File: config.mk
export PLATFORM = sky130hd
export DESIGN_NAME = order_tour_list_scheduler_flat
export DESIGN_NICKNAME = d
export VERILOG_FILES = /design/src/rtl/ots_pkg.sv /design/src/rtl/ots_if.sv /design/src/rtl/ots_ctrl.sv /design/src/rtl/ots_dp.sv /design/src/rtl/order_tour_list_scheduler.sv /design/src/flat_wrapper.sv
export SDC_FILE = /design/constraint.sdc
export NUM_CORES = 1
export LEC_CHECK = 0
export ABC_CLOCK_PERIOD_IN_PS = 12250
export BUFFER_PORTS_ARGS = -buffer_cell sky130_fd_sc_hd__buf_4
export CORE_MARGIN = 10
export CORE_UTILIZATION = 67
export DETAILED_ROUTE_END_ITERATION = 16
export PLACE_DENSITY = 0.9
export SYNTH_ARGS = -nofsm -noshare
export SYNTH_HDL_FRONTEND = slang
export SYNTH_HIERARCHICAL = 1
export SYNTH_SLANG_ARGS = --single-unit
export TNS_END_PERCENT = 50
File: constraint.sdc
create_clock -name clk_i -period 12.25 [get_ports clk_i]
set_input_delay 0 -clock clk_i [delete_from_list [all_inputs] [get_ports clk_i]]
set_output_delay 0 -clock clk_i [all_outputs]
set_load 0.03 [all_outputs]
File: src/rtl/ots_pkg.sv
`timescale 1ns / 1ps
package ots_pkg;

  localparam int TIME_W  = 32;
  localparam int TOUR_W  = 14;
  localparam int DOCK_W  = 8;
  localparam int RCNT_W  = 4;
  localparam int CFG_W   = 8;
  localparam int CFG_IW  = 1;

  localparam logic [TOUR_W-1:0] TOUR_MAX = {TOUR_W{1'b1}};
  localparam logic [TIME_W-1:0] TIME_MAX = {TIME_W{1'b1}};

  localparam logic [CFG_IW-1:0] CFG_DOCK_TIME   = 1'b0;
  localparam logic [CFG_IW-1:0] CFG_ROBOT_COUNT = 1'b1;

  typedef enum logic [2:0] {
    ST_IDLE,
    ST_INIT,
    ST_LEG,
    ST_CMP,
    ST_NEXT,
    ST_SCAN,
    ST_COMMIT
  } state_e;

  typedef struct packed {
    logic accept;
    logic init;
    logic leg;
    logic cmp;
    logic next;
    logic scan;
    logic commit;
  } cmd_t;

  typedef struct packed {
    logic leg_last;
    logic heap_done;
    logic heap_swap;
    logic scan_last;
    logic out_free;
  } sts_t;

endpackage

File: src/rtl/ots_if.sv
`timescale 1ns / 1ps
interface ots_in_if #(
  parameter int COORD_BITS = 10
);
  logic                  valid;
  logic                  ready;
  logic                  new_batch;
  logic [COORD_BITS-1:0] cell_x;
  logic [COORD_BITS-1:0] cell_y;
  logic                  last_cell;

  modport source (output valid, new_batch, cell_x, cell_y, last_cell, input ready);
  modport sink   (input valid, new_batch, cell_x, cell_y, last_cell, output ready);
endinterface

interface ots_out_if;
  import ots_pkg::*;
  logic              valid;
  logic              ready;
  logic [TOUR_W-1:0] tour_time;
  logic [TIME_W-1:0] start_time;
  logic [TIME_W-1:0] end_time;
  logic [TIME_W-1:0] makespan;
  logic              cells_dropped;

  modport source (output valid, tour_time, start_time, end_time, makespan,
                  cells_dropped, input ready);
  modport sink   (input valid, tour_time, start_time, end_time, makespan,
                  cells_dropped, output ready);
endinterface

File: src/rtl/ots_ctrl.sv
`timescale 1ns / 1ps
module ots_ctrl
  import ots_pkg::*;
(
  input  logic clk_i,
  input  logic rst_ni,
  input  logic in_valid_i,
  input  logic in_last_i,
  output logic in_ready_o,
  input  sts_t sts_i,
  output cmd_t cmd_o
);

  state_e state_q, state_d;

  always_ff @(posedge clk_i or negedge rst_ni) begin
    if (!rst_ni) begin
      state_q <= ST_IDLE;
    end else begin
      state_q <= state_d;
    end
  end

  always_comb begin
    state_d = state_q;
    case (state_q)
      ST_IDLE: begin
        if (in_valid_i && in_last_i) state_d = ST_INIT;
      end
      ST_INIT: state_d = ST_LEG;
      ST_LEG: begin
        if (sts_i.leg_last) state_d = ST_CMP;
      end
      ST_CMP: state_d = ST_NEXT;
      ST_NEXT: begin
        if (sts_i.heap_done) state_d = ST_SCAN;
        else if (sts_i.heap_swap) state_d = ST_LEG;
      end
      ST_SCAN: begin
        if (sts_i.scan_last) state_d = ST_COMMIT;
      end
      ST_COMMIT: begin
        if (sts_i.out_free) state_d = ST_IDLE;
      end
      default: state_d = ST_IDLE;
    endcase
  end

  always_comb begin
    cmd_o      = '0;
    in_ready_o = 1'b0;
    case (state_q)
      ST_IDLE: begin
        in_ready_o   = 1'b1;
        cmd_o.accept = in_valid_i;
      end
      ST_INIT:   cmd_o.init = 1'b1;
      ST_LEG:    cmd_o.leg = 1'b1;
      ST_CMP:    cmd_o.cmp = 1'b1;
      ST_NEXT:   cmd_o.next = 1'b1;
      ST_SCAN:   cmd_o.scan = 1'b1;
      ST_COMMIT: cmd_o.commit = sts_i.out_free;
      default: ;
    endcase
  end

endmodule

File: src/rtl/ots_dp.sv
`timescale 1ns / 1ps
module ots_dp
  import ots_pkg::*;
#(
  parameter int MAX_CELLS  = 5,
  parameter int MAX_ROBOTS = 8,
  parameter int COORD_BITS = 10
) (
  input  logic                  clk_i,
  input  logic                  rst_ni,
  input  logic                  cfg_we_i,
  input  logic [CFG_IW-1:0]     cfg_idx_i,
  input  logic [CFG_W-1:0]      cfg_wdata_i,
  input  logic                  new_batch_i,
  input  logic [COORD_BITS-1:0] cell_x_i,
  input  logic [COORD_BITS-1:0] cell_y_i,
  input  logic                  out_ready_i,
  output logic                  out_valid_o,
  output logic [TOUR_W-1:0]     tour_time_o,
  output logic [TIME_W-1:0]     start_time_o,
  output logic [TIME_W-1:0]     end_time_o,
  output logic [TIME_W-1:0]     makespan_o,
  output logic                  cells_dropped_o,
  input  cmd_t                  cmd_i,
  output sts_t                  sts_o
);

  localparam int IW    = (MAX_CELLS > 1) ? $clog2(MAX_CELLS) : 1;
  localparam int CW    = $clog2(MAX_CELLS + 1);
  localparam int RW    = (MAX_ROBOTS > 1) ? $clog2(MAX_ROBOTS) : 1;
  localparam int JW    = $clog2(MAX_ROBOTS + 1);
  localparam int BASEW = ((COORD_BITS + 1 > DOCK_W) ? COORD_BITS + 1 : DOCK_W) + 4;
  localparam int ACC_W = (BASEW > TOUR_W + 1) ? BASEW : TOUR_W + 1;

  logic [DOCK_W-1:0]     dock_q;
  logic [RCNT_W-1:0]     rcnt_q;

  logic [COORD_BITS-1:0] sx_q [MAX_CELLS];
  logic [COORD_BITS-1:0] sy_q [MAX_CELLS];
  logic [CW-1:0]         cnt_q;
  logic                  ovf_q;

  logic [IW-1:0]         perm_q [MAX_CELLS];
  logic [IW-1:0]         hc_q   [MAX_CELLS];
  logic [CW-1:0]         hi_q;
  logic [CW-1:0]         pos_q;
  logic [COORD_BITS-1:0] px_q, py_q;
  logic [ACC_W-1:0]      acc_q, best_q;

  logic [TIME_W-1:0]     rft_q [MAX_ROBOTS];
  logic [TIME_W-1:0]     mk_q;
  logic [TIME_W-1:0]     bestf_q;
  logic [RW-1:0]         pick_q;
  logic [JW-1:0]         j_q;

  logic                  out_valid_q;
  logic [TOUR_W-1:0]     tour_q;
  logic [TIME_W-1:0]     start_q, finish_q, mko_q;
  logic                  drop_q;

  logic [IW-1:0]         cur;
  logic [COORD_BITS-1:0] cx, cy, dx, dy;
  logic [ACC_W-1:0]      leg, ret;
  logic [IW-1:0]         hidx, sw;
  logic                  hlt;
  logic [JW-1:0]         robots;
  logic [TOUR_W-1:0]     tour;
  logic [TIME_W:0]       fsum;
  logic [TIME_W-1:0]     finish;

  assign cur  = perm_q[pos_q[IW-1:0]];
  assign cx   = sx_q[cur];
  assign cy   = sy_q[cur];
  assign dx   = (px_q > cx) ? px_q - cx : cx - px_q;
  assign dy   = (py_q > cy) ? py_q - cy : cy - py_q;
  assign leg  = ACC_W'(dx) + ACC_W'(dy) + ACC_W'(dock_q);
  assign ret  = ACC_W'(px_q) + ACC_W'(py_q) + ACC_W'(dock_q);

  assign hidx = hi_q[IW-1:0];
  assign hlt  = CW'(hc_q[hidx]) < hi_q;
  assign sw   = hi_q[0] ? hc_q[hidx] : '0;

  always_comb begin
    if (rcnt_q == '0) robots = JW'(1);
    else if (32'(rcnt_q) > MAX_ROBOTS) robots = JW'(MAX_ROBOTS);
    else robots = JW'(rcnt_q);
  end

  assign tour   = (best_q >= ACC_W'(TOUR_MAX)) ? TOUR_MAX : best_q[TOUR_W-1:0];
  assign fsum   = {1'b0, bestf_q} + (TIME_W + 1)'(tour);
  assign finish = fsum[TIME_W] ? TIME_MAX : fsum[TIME_W-1:0];

  assign sts_o.leg_last  = (pos_q == cnt_q);
  assign sts_o.heap_done = (hi_q >= cnt_q);
  assign sts_o.heap_swap = hlt;
  assign sts_o.scan_last = (j_q >= robots);
  assign sts_o.out_free  = !out_valid_q || out_ready_i;

  always_ff @(posedge clk_i or negedge rst_ni) begin
    if (!rst_ni) begin
      dock_q <= '0;
      rcnt_q <= RCNT_W'(1);
    end else if (cfg_we_i) begin
      case (cfg_idx_i)
        CFG_DOCK_TIME:   dock_q <= cfg_wdata_i[DOCK_W-1:0];
        CFG_ROBOT_COUNT: rcnt_q <= cfg_wdata_i[RCNT_W-1:0];
        default: ;
      endcase
    end
  end

  always_ff @(posedge clk_i) begin
    if (cmd_i.accept && (cnt_q < CW'(MAX_CELLS))) begin
      sx_q[cnt_q[IW-1:0]] <= cell_x_i;
      sy_q[cnt_q[IW-1:0]] <= cell_y_i;
    end
  end

  always_ff @(posedge clk_i or negedge rst_ni) begin
    if (!rst_ni) begin
      cnt_q <= '0;
      ovf_q <= 1'b0;
      mk_q  <= '0;
      for (int r = 0; r < MAX_ROBOTS; r++) rft_q[r] <= '0;
    end else if (cmd_i.accept) begin
      if (new_batch_i) begin
        mk_q <= '0;
        for (int r = 0; r < MAX_ROBOTS; r++) rft_q[r] <= '0;
      end
      if (cnt_q < CW'(MAX_CELLS)) cnt_q <= cnt_q + CW'(1);
      else ovf_q <= 1'b1;
    end else if (cmd_i.commit) begin
      rft_q[pick_q] <= finish;
      if (finish > mk_q) mk_q <= finish;
      cnt_q <= '0;
      ovf_q <= 1'b0;
    end
  end

  always_ff @(posedge clk_i) begin
    if (cmd_i.init) begin
      for (int k = 0; k < MAX_CELLS; k++) begin
        perm_q[k] <= IW'(k);
        hc_q[k]   <= '0;
      end
      hi_q   <= CW'(1);
      pos_q  <= '0;
      acc_q  <= '0;
      px_q   <= '0;
      py_q   <= '0;
      best_q <= '1;
    end else if (cmd_i.leg) begin
      if (pos_q == cnt_q) begin
        acc_q <= acc_q + ret;
      end else begin
        acc_q <= acc_q + leg;
        px_q  <= cx;
        py_q  <= cy;
        pos_q <= pos_q + CW'(1);
      end
    end else if (cmd_i.cmp) begin
      if (acc_q < best_q) best_q <= acc_q;
    end else if (cmd_i.next) begin
      if (hi_q >= cnt_q) begin
        pick_q  <= '0;
        bestf_q <= rft_q[0];
        j_q     <= JW'(1);
      end else if (hlt) begin
        perm_q[sw]   <= perm_q[hidx];
        perm_q[hidx] <= perm_q[sw];
        hc_q[hidx]   <= hc_q[hidx] + IW'(1);
        hi_q         <= CW'(1);
        pos_q        <= '0;
        acc_q        <= '0;
        px_q         <= '0;
        py_q         <= '0;
      end else begin
        hc_q[hidx] <= '0;
        hi_q       <= hi_q + CW'(1);
      end
    end else if (cmd_i.scan && (j_q < robots)) begin
      if (rft_q[j_q[RW-1:0]] < bestf_q) begin
        bestf_q <= rft_q[j_q[RW-1:0]];
        pick_q  <= j_q[RW-1:0];
      end
      j_q <= j_q + JW'(1);
    end
  end

  always_ff @(posedge clk_i or negedge rst_ni) begin
    if (!rst_ni) begin
      out_valid_q <= 1'b0;
    end else if (cmd_i.commit) begin
      out_valid_q <= 1'b1;
    end else if (out_ready_i) begin
      out_valid_q <= 1'b0;
    end
  end

  always_ff @(posedge clk_i) begin
    if (cmd_i.commit) begin
      tour_q   <= tour;
      start_q  <= bestf_q;
      finish_q <= finish;
      mko_q    <= (finish > mk_q) ? finish : mk_q;
      drop_q   <= ovf_q;
    end
  end

  assign out_valid_o     = out_valid_q;
  assign tour_time_o     = tour_q;
  assign start_time_o    = start_q;
  assign end_time_o      = finish_q;
  assign makespan_o      = mko_q;
  assign cells_dropped_o = drop_q;

`ifndef SYNTHESIS
  a_cnt_range: assert property (@(posedge clk_i) disable iff (!rst_ni)
    cnt_q <= CW'(MAX_CELLS)) else $error("cell count above capacity");
  a_commit_out: assert property (@(posedge clk_i) disable iff (!rst_ni)
    cmd_i.commit |=> out_valid_q) else $error("commit lost result");
  a_fin_start: assert property (@(posedge clk_i) disable iff (!rst_ni)
    out_valid_q |-> finish_q >= start_q) else $error("finish before start");
  a_mk_fin: assert property (@(posedge clk_i) disable iff (!rst_ni)
    out_valid_q |-> mko_q >= finish_q) else $error("makespan low");
`endif

endmodule

File: src/rtl/order_tour_list_scheduler.sv
`timescale 1ns / 1ps
// Order tour list scheduler.
// Input channel in_s carries one pick cell per request (new_batch, cell_x,
// cell_y, last_cell). Requests are taken only while the block is idle; a
// request without last_cell is just stored. A request with last_cell
// closes the order and produces one result on out_s (tour_time, start_time,
// end_time, makespan, cells_dropped).
// Closing an order: every visiting order of the n stored cells is costed one
// leg per cycle (n legs and the return leg), followed by a compare step, with
// permutation steps between orders. Then the robot free times are scanned one
// robot per cycle (robot_count robots, at least one) and the result is
// registered in the commit state once the output register is free.
// Config writes (cfg_we_i, cfg_idx_i, cfg_wdata_i) go to dock_time (index 0)
// and robot_count (index 1); the user writes only while idle (not enforced).
// Reset clears cell count, robot free times, makespan and the result valid
// flag; dock_time returns to 0 and robot_count to 1.
// If out_s stalls, the finished result holds in the output register and new
// cells are still taken; a second close waits until the first is taken.
module order_tour_list_scheduler
  import ots_pkg::*;
#(
  parameter int MAX_CELLS  = 5,
  parameter int MAX_ROBOTS = 8,
  parameter int COORD_BITS = 10
) (
  input  logic              clk_i,
  input  logic              rst_ni,
  input  logic              cfg_we_i,
  input  logic [CFG_IW-1:0] cfg_idx_i,
  input  logic [CFG_W-1:0]  cfg_wdata_i,
  ots_in_if.sink            in_s,
  ots_out_if.source         out_s
);

  cmd_t cmd;
  sts_t sts;

  ots_ctrl u_ctrl (
    .clk_i      (clk_i),
    .rst_ni     (rst_ni),
    .in_valid_i (in_s.valid),
    .in_last_i  (in_s.last_cell),
    .in_ready_o (in_s.ready),
    .sts_i      (sts),
    .cmd_o      (cmd)
  );

  ots_dp #(
    .MAX_CELLS  (MAX_CELLS),
    .MAX_ROBOTS (MAX_ROBOTS),
    .COORD_BITS (COORD_BITS)
  ) u_dp (
    .clk_i           (clk_i),
    .rst_ni          (rst_ni),
    .cfg_we_i        (cfg_we_i),
    .cfg_idx_i       (cfg_idx_i),
    .cfg_wdata_i     (cfg_wdata_i),
    .new_batch_i     (in_s.new_batch),
    .cell_x_i        (in_s.cell_x),
    .cell_y_i        (in_s.cell_y),
    .out_ready_i     (out_s.ready),
    .out_valid_o     (out_s.valid),
    .tour_time_o     (out_s.tour_time),
    .start_time_o    (out_s.start_time),
    .end_time_o      (out_s.end_time),
    .makespan_o      (out_s.makespan),
    .cells_dropped_o (out_s.cells_dropped),
    .cmd_i           (cmd),
    .sts_o           (sts)
  );

endmodule
File: src/flat_wrapper.sv
// flat-port wrapper written by rule: the top's interface ports become plain ports
module order_tour_list_scheduler_flat import ots_pkg::*;
#(
  parameter int MAX_CELLS  = 5,
  parameter int MAX_ROBOTS = 8,
  parameter int COORD_BITS = 10
)
  (clk_i, rst_ni, cfg_we_i, cfg_idx_i, cfg_wdata_i, in_s_valid, in_s_new_batch, in_s_cell_x, in_s_cell_y, in_s_last_cell, in_s_ready, out_s_valid, out_s_tour_time, out_s_start_time, out_s_end_time, out_s_makespan, out_s_cells_dropped, out_s_ready);
  ots_in_if #(.COORD_BITS(COORD_BITS)) in_s_i ();
  ots_out_if out_s_i ();
  input  logic clk_i;
  input  logic rst_ni;
  input  logic cfg_we_i;
  input  logic [CFG_IW-1:0] cfg_idx_i;
  input  logic [CFG_W-1:0] cfg_wdata_i;
  input wire logic [$bits(in_s_i.valid)-1:0] in_s_valid;
  input wire logic [$bits(in_s_i.new_batch)-1:0] in_s_new_batch;
  input wire logic [$bits(in_s_i.cell_x)-1:0] in_s_cell_x;
  input wire logic [$bits(in_s_i.cell_y)-1:0] in_s_cell_y;
  input wire logic [$bits(in_s_i.last_cell)-1:0] in_s_last_cell;
  output wire logic [$bits(in_s_i.ready)-1:0] in_s_ready;
  output wire logic [$bits(out_s_i.valid)-1:0] out_s_valid;
  output wire logic [$bits(out_s_i.tour_time)-1:0] out_s_tour_time;
  output wire logic [$bits(out_s_i.start_time)-1:0] out_s_start_time;
  output wire logic [$bits(out_s_i.end_time)-1:0] out_s_end_time;
  output wire logic [$bits(out_s_i.makespan)-1:0] out_s_makespan;
  output wire logic [$bits(out_s_i.cells_dropped)-1:0] out_s_cells_dropped;
  input wire logic [$bits(out_s_i.ready)-1:0] out_s_ready;
  assign in_s_i.valid = in_s_valid;
  assign in_s_i.new_batch = in_s_new_batch;
  assign in_s_i.cell_x = in_s_cell_x;
  assign in_s_i.cell_y = in_s_cell_y;
  assign in_s_i.last_cell = in_s_last_cell;
  assign in_s_ready = in_s_i.ready;
  assign out_s_valid = out_s_i.valid;
  assign out_s_tour_time = out_s_i.tour_time;
  assign out_s_start_time = out_s_i.start_time;
  assign out_s_end_time = out_s_i.end_time;
  assign out_s_makespan = out_s_i.makespan;
  assign out_s_cells_dropped = out_s_i.cells_dropped;
  assign out_s_i.ready = out_s_ready;
  order_tour_list_scheduler #(.MAX_CELLS(MAX_CELLS), .MAX_ROBOTS(MAX_ROBOTS), .COORD_BITS(COORD_BITS)) u_core (.clk_i(clk_i), .rst_ni(rst_ni), .cfg_we_i(cfg_we_i), .cfg_idx_i(cfg_idx_i), .cfg_wdata_i(cfg_wdata_i), .in_s(in_s_i), .out_s(out_s_i));
endmodule
==> summary.md <==
| Metric | Value |
|---|---|
| Top post-synthesis cells by area | edfxtp_1 (26%), dfrtp_1 (22%), ha_1 (6.2%), mux4_2 (5.3%), o21ai_0 (5.0%) |
| # IOs | 149 |
| Area growth syn-to-layout | 12.8% |
| Core footprint | 0.0514 mm^2 |
| CTS Buffer Depth | 3 |
| Most common library cell in the layout ignoring fill and taps | o21ai_0 |
| Post-Syn Instances | 3135 |
| Fmax | 117 MHz |
| First-pass GRT wire length | 151000 um |
| Family with the most delay on the worst path | compound AO/OA/AOI/OAI gates |
| Critical-path maximum fanout | 60 |
| Max incr delay on CP | 0.61 ns |
| Met2 wire len | 46400 um |
| Most common flop cell mapped by yosys | dfrtp_1 |
| Gr usage total | 31.3% |
| Period utilization | 69.6% |
| Critical Path Sink Type | register |
| Critical path arrival | 8.99 ns |
| Syn avg cell area | 11.1 um^2 |
| Setup_tns | 0 ns |
| Avg WL per Cell | 24.4 um |
| Slew @ Worst Pin | 1.23 ns |
| RSZ-0062 raised after global routing | no |
| Buf+Inv Stages, Crit Path | 4 |
| Post-synth EDFFs | 298 |
| Worst-skew pair later-pin latency | 0.64 ns |
| DP HPWL | 62000 um |
| Seq cells post-synth | 668 |
| Final hold vios | 0 |
| Setup Skew | 0.0443 ns |
| Maximum vdd drop | 0.503 mV |
| Die Wd | 248 um |
| Status | complete, no violations |
| Area of the mapped netlist | 0.0348 mm^2 |
| Buffers added on ports | 148 |
| P per Cell Area | 334 mW/mm^2 |
| Worst path required time | 12.72 ns |
| Share of layout cells above drive strength 1 | 16.0% |
| Rows | 83 |
| H-tree depth | 3 |
| Clock tree from TritonCTS | yes |
| Max layer used | met4 |
| Final WL | 96900 um |
| Starting Density | 67.7% |
| Final setup vio count | 0 |
| Min cycle time layout | 8.52 ns |
| Fraction of registers with async set/reset | 46.1% |
| Via Count | 27100 |
| Min-Delay Path Class | in -> reg |
| Vias in the first global route | 27500 |
| Met1 Wirelength | 35700 um |
| # DRC | 0 |
| Post-route ant nets | 0 |
| Clock-pin slew on the worst setup and hold paths | 0.06 ns |
| Startpoint class of the critical path | register |
| Seq/Total Area, Yosys | 51.4% |
| Metal3 WL | 10300 um |
| First-pass detailed-route iteration total | 7 |
| Worst relative slew slack | 16.9% |
| Yosys cell types | 88 |
| Root buf cell | clkbuf_16 |
| DIE HEIGHT | 248 um |
| Cts bufs inserted | 68 |
| Grt ovf | 0 |
| First DRT Iteration DRCs | 3781 |
| Nets | 3493 |
| Final Max Tran Viols | 0 |
| Antenna violations before repair | 2 |
| Core Util, Final | 76.4% |
| Top cell type's share of synthesized area | 25.7% |
| RePlAce Congestion | 0.970 |
| Pleak | 16.6 nW |
| Reg2Reg Setup Slack | 3.73 ns |
| Synth warn | 6 |
| Commonest non-fill, non-tap cells in the layout | o21ai_0 (351), dfrtp_1 (307), nand3_1 (303), edfxtp_1 (298), inv_1 (219) |
| Mapped Nets | 3385 |
| # clock sinks | 668 |
| Most used cell along the critical path | a21oi_1 |
| Via-per-instance ratio | 6.82 |
| Max Cap Viol | 0 |
| Critical path class | reg -> reg |
| Die Footprint | 0.0615 mm^2 |
| Largest net degree at the start of global routing | 117 |
| CP max-delay cell | buf_4 |
| Post-synth top area cell | edfxtp_1 |
through the flow:
stage,hold WS [ns],instance area [um^2],worst slack [ns],std cells,power [mW]
3_3_place_gp,0.0171,36500,4.12,3802,10.5
3_5_place_dp,0.0300,36500,3.90,3802,10.8
2_1_floorplan,-0.296,34800,4.74,3135,9.02
5_1_grt,0.156,39300,3.12,3977,14.1
6_report,0.148,39300,3.73,3977,13.1
4_1_cts,0.134,39300,3.82,3976,13.0
final timing paths:
kind	end	cells past startpoint	from
hold reg to reg	u_core/u_dp/start_time_o[25]$_DFFE_PP_	0	u_core/u_dp/bestf_q[25]$_DFFE_PP_
setup / recovery	u_core/u_dp/acc_q[12]$_SDFFE_PP0P_	30	register
max in group asynchronous	u_core/u_dp/rft_q[176]$_DFFE_PN0P_	5	rst_ni
setup reg to reg	u_core/u_dp/acc_q[12]$_SDFFE_PP0P_	30	register
hold / removal	u_core/u_dp/sy_q[4][4]$_DFFE_PP_	2	in_s_cell_y[4]
min in group asynchronous	u_core/u_dp/rft_q[20]$_DFFE_PN0P_	3	rst_ni
layer usage:
layer / global-route usage [%] / vias up
li1: - / 11600
met2: 50.8 / 1943
met1: 39.8 / 13200
met3: 6.64 / 404
met5: 0 / -
met4: 14.8 / 0
cell families after synthesis:
kind of cell               after synthesis  synth area share (%)
xor gates and xnor gates                62                  1.56
and+or+nand+nor                        812                  11.3
muxes                                  248                  10.4
DFF                                    668                  51.4
AOI/OAI and AO/OA                      703                  12.0
buffers and inverters                  428                  4.74
adders and majority gates              214                  8.58
timing repair:
item	in CTS	in global routing
hold buffers	51	0
resized for setup	0	0
setup buffers	0	0
setup endpoints to repair	0	0
endpoints found under the hold margin	200	0
worst register-to-register path, delay by kind of cell (launching register included):
kind / cells / cell delay, ns
AOI/OAI and AO/OA: 10 / 1.97
xor gates and xnor gates: 2 / 0.50
adders and majority gates: 4 / 1.77
buffers and inverters: 4 / 0.99
DFF: 1 / 0.60
muxes: 4 / 1.36
and+or+nand+nor: 6 / 1.20
sequential cells by signal, indices dropped and copies added (netlist names), 4 cells and up, named ones only:
register                  flops
u_core/u_dp/start_time_o     32
u_core/u_dp/rcnt_q            4
u_core/u_dp/px_q             10
u_core/u_dp/bestf_q          32
u_core/u_dp/end_time_o       32
u_core/u_dp/dock_q            8
u_core/u_dp/mk_q             32
u_core/u_dp/perm_q           24
u_core/u_dp/rft_q           256
u_core/u_dp/tour_time_o      14
u_core/u_dp/makespan_o       32
u_core/u_dp/hc_q             24
u_core/u_dp/j_q               4
u_core/u_dp/acc_q            15
u_core/u_dp/sx_q             50
u_core/u_dp/best_q           15
u_core/u_dp/sy_q             50
u_core/u_dp/py_q             10
cells in the mapped netlist, drive strengths merged (31+ instances only):
cell and instances:
a21o 40, a21oi 129, a22oi 31, clkbuf 174
dfrtp 307, dfxtp 62, edfxtp 298, fa 41
ha 173, inv 222, mux2 78, mux2i 88
mux4 82, nand2 147, nand3 305, nor2 181
nor2b 47, o21ai 356, xnor2 45
power breakdown:
part | internal (mW) | switching, mW
logic | 3.13 | 4.46
registers | 2.96 | 0.436
clock network | 1.23 | 0.889
final cells by class:
type                       instances  area, um^2
timing repair buffer             242        1960
fill                            2923       12100
sequential                       668       17900
multi-input combinational       2039       15400
clock inverter                    25         263
tap                              680         851
clock buffer                      98        2020
inverter                         224         841
antenna                            1        2.50
No activity file was read; power rests on OpenSTA's default activity.
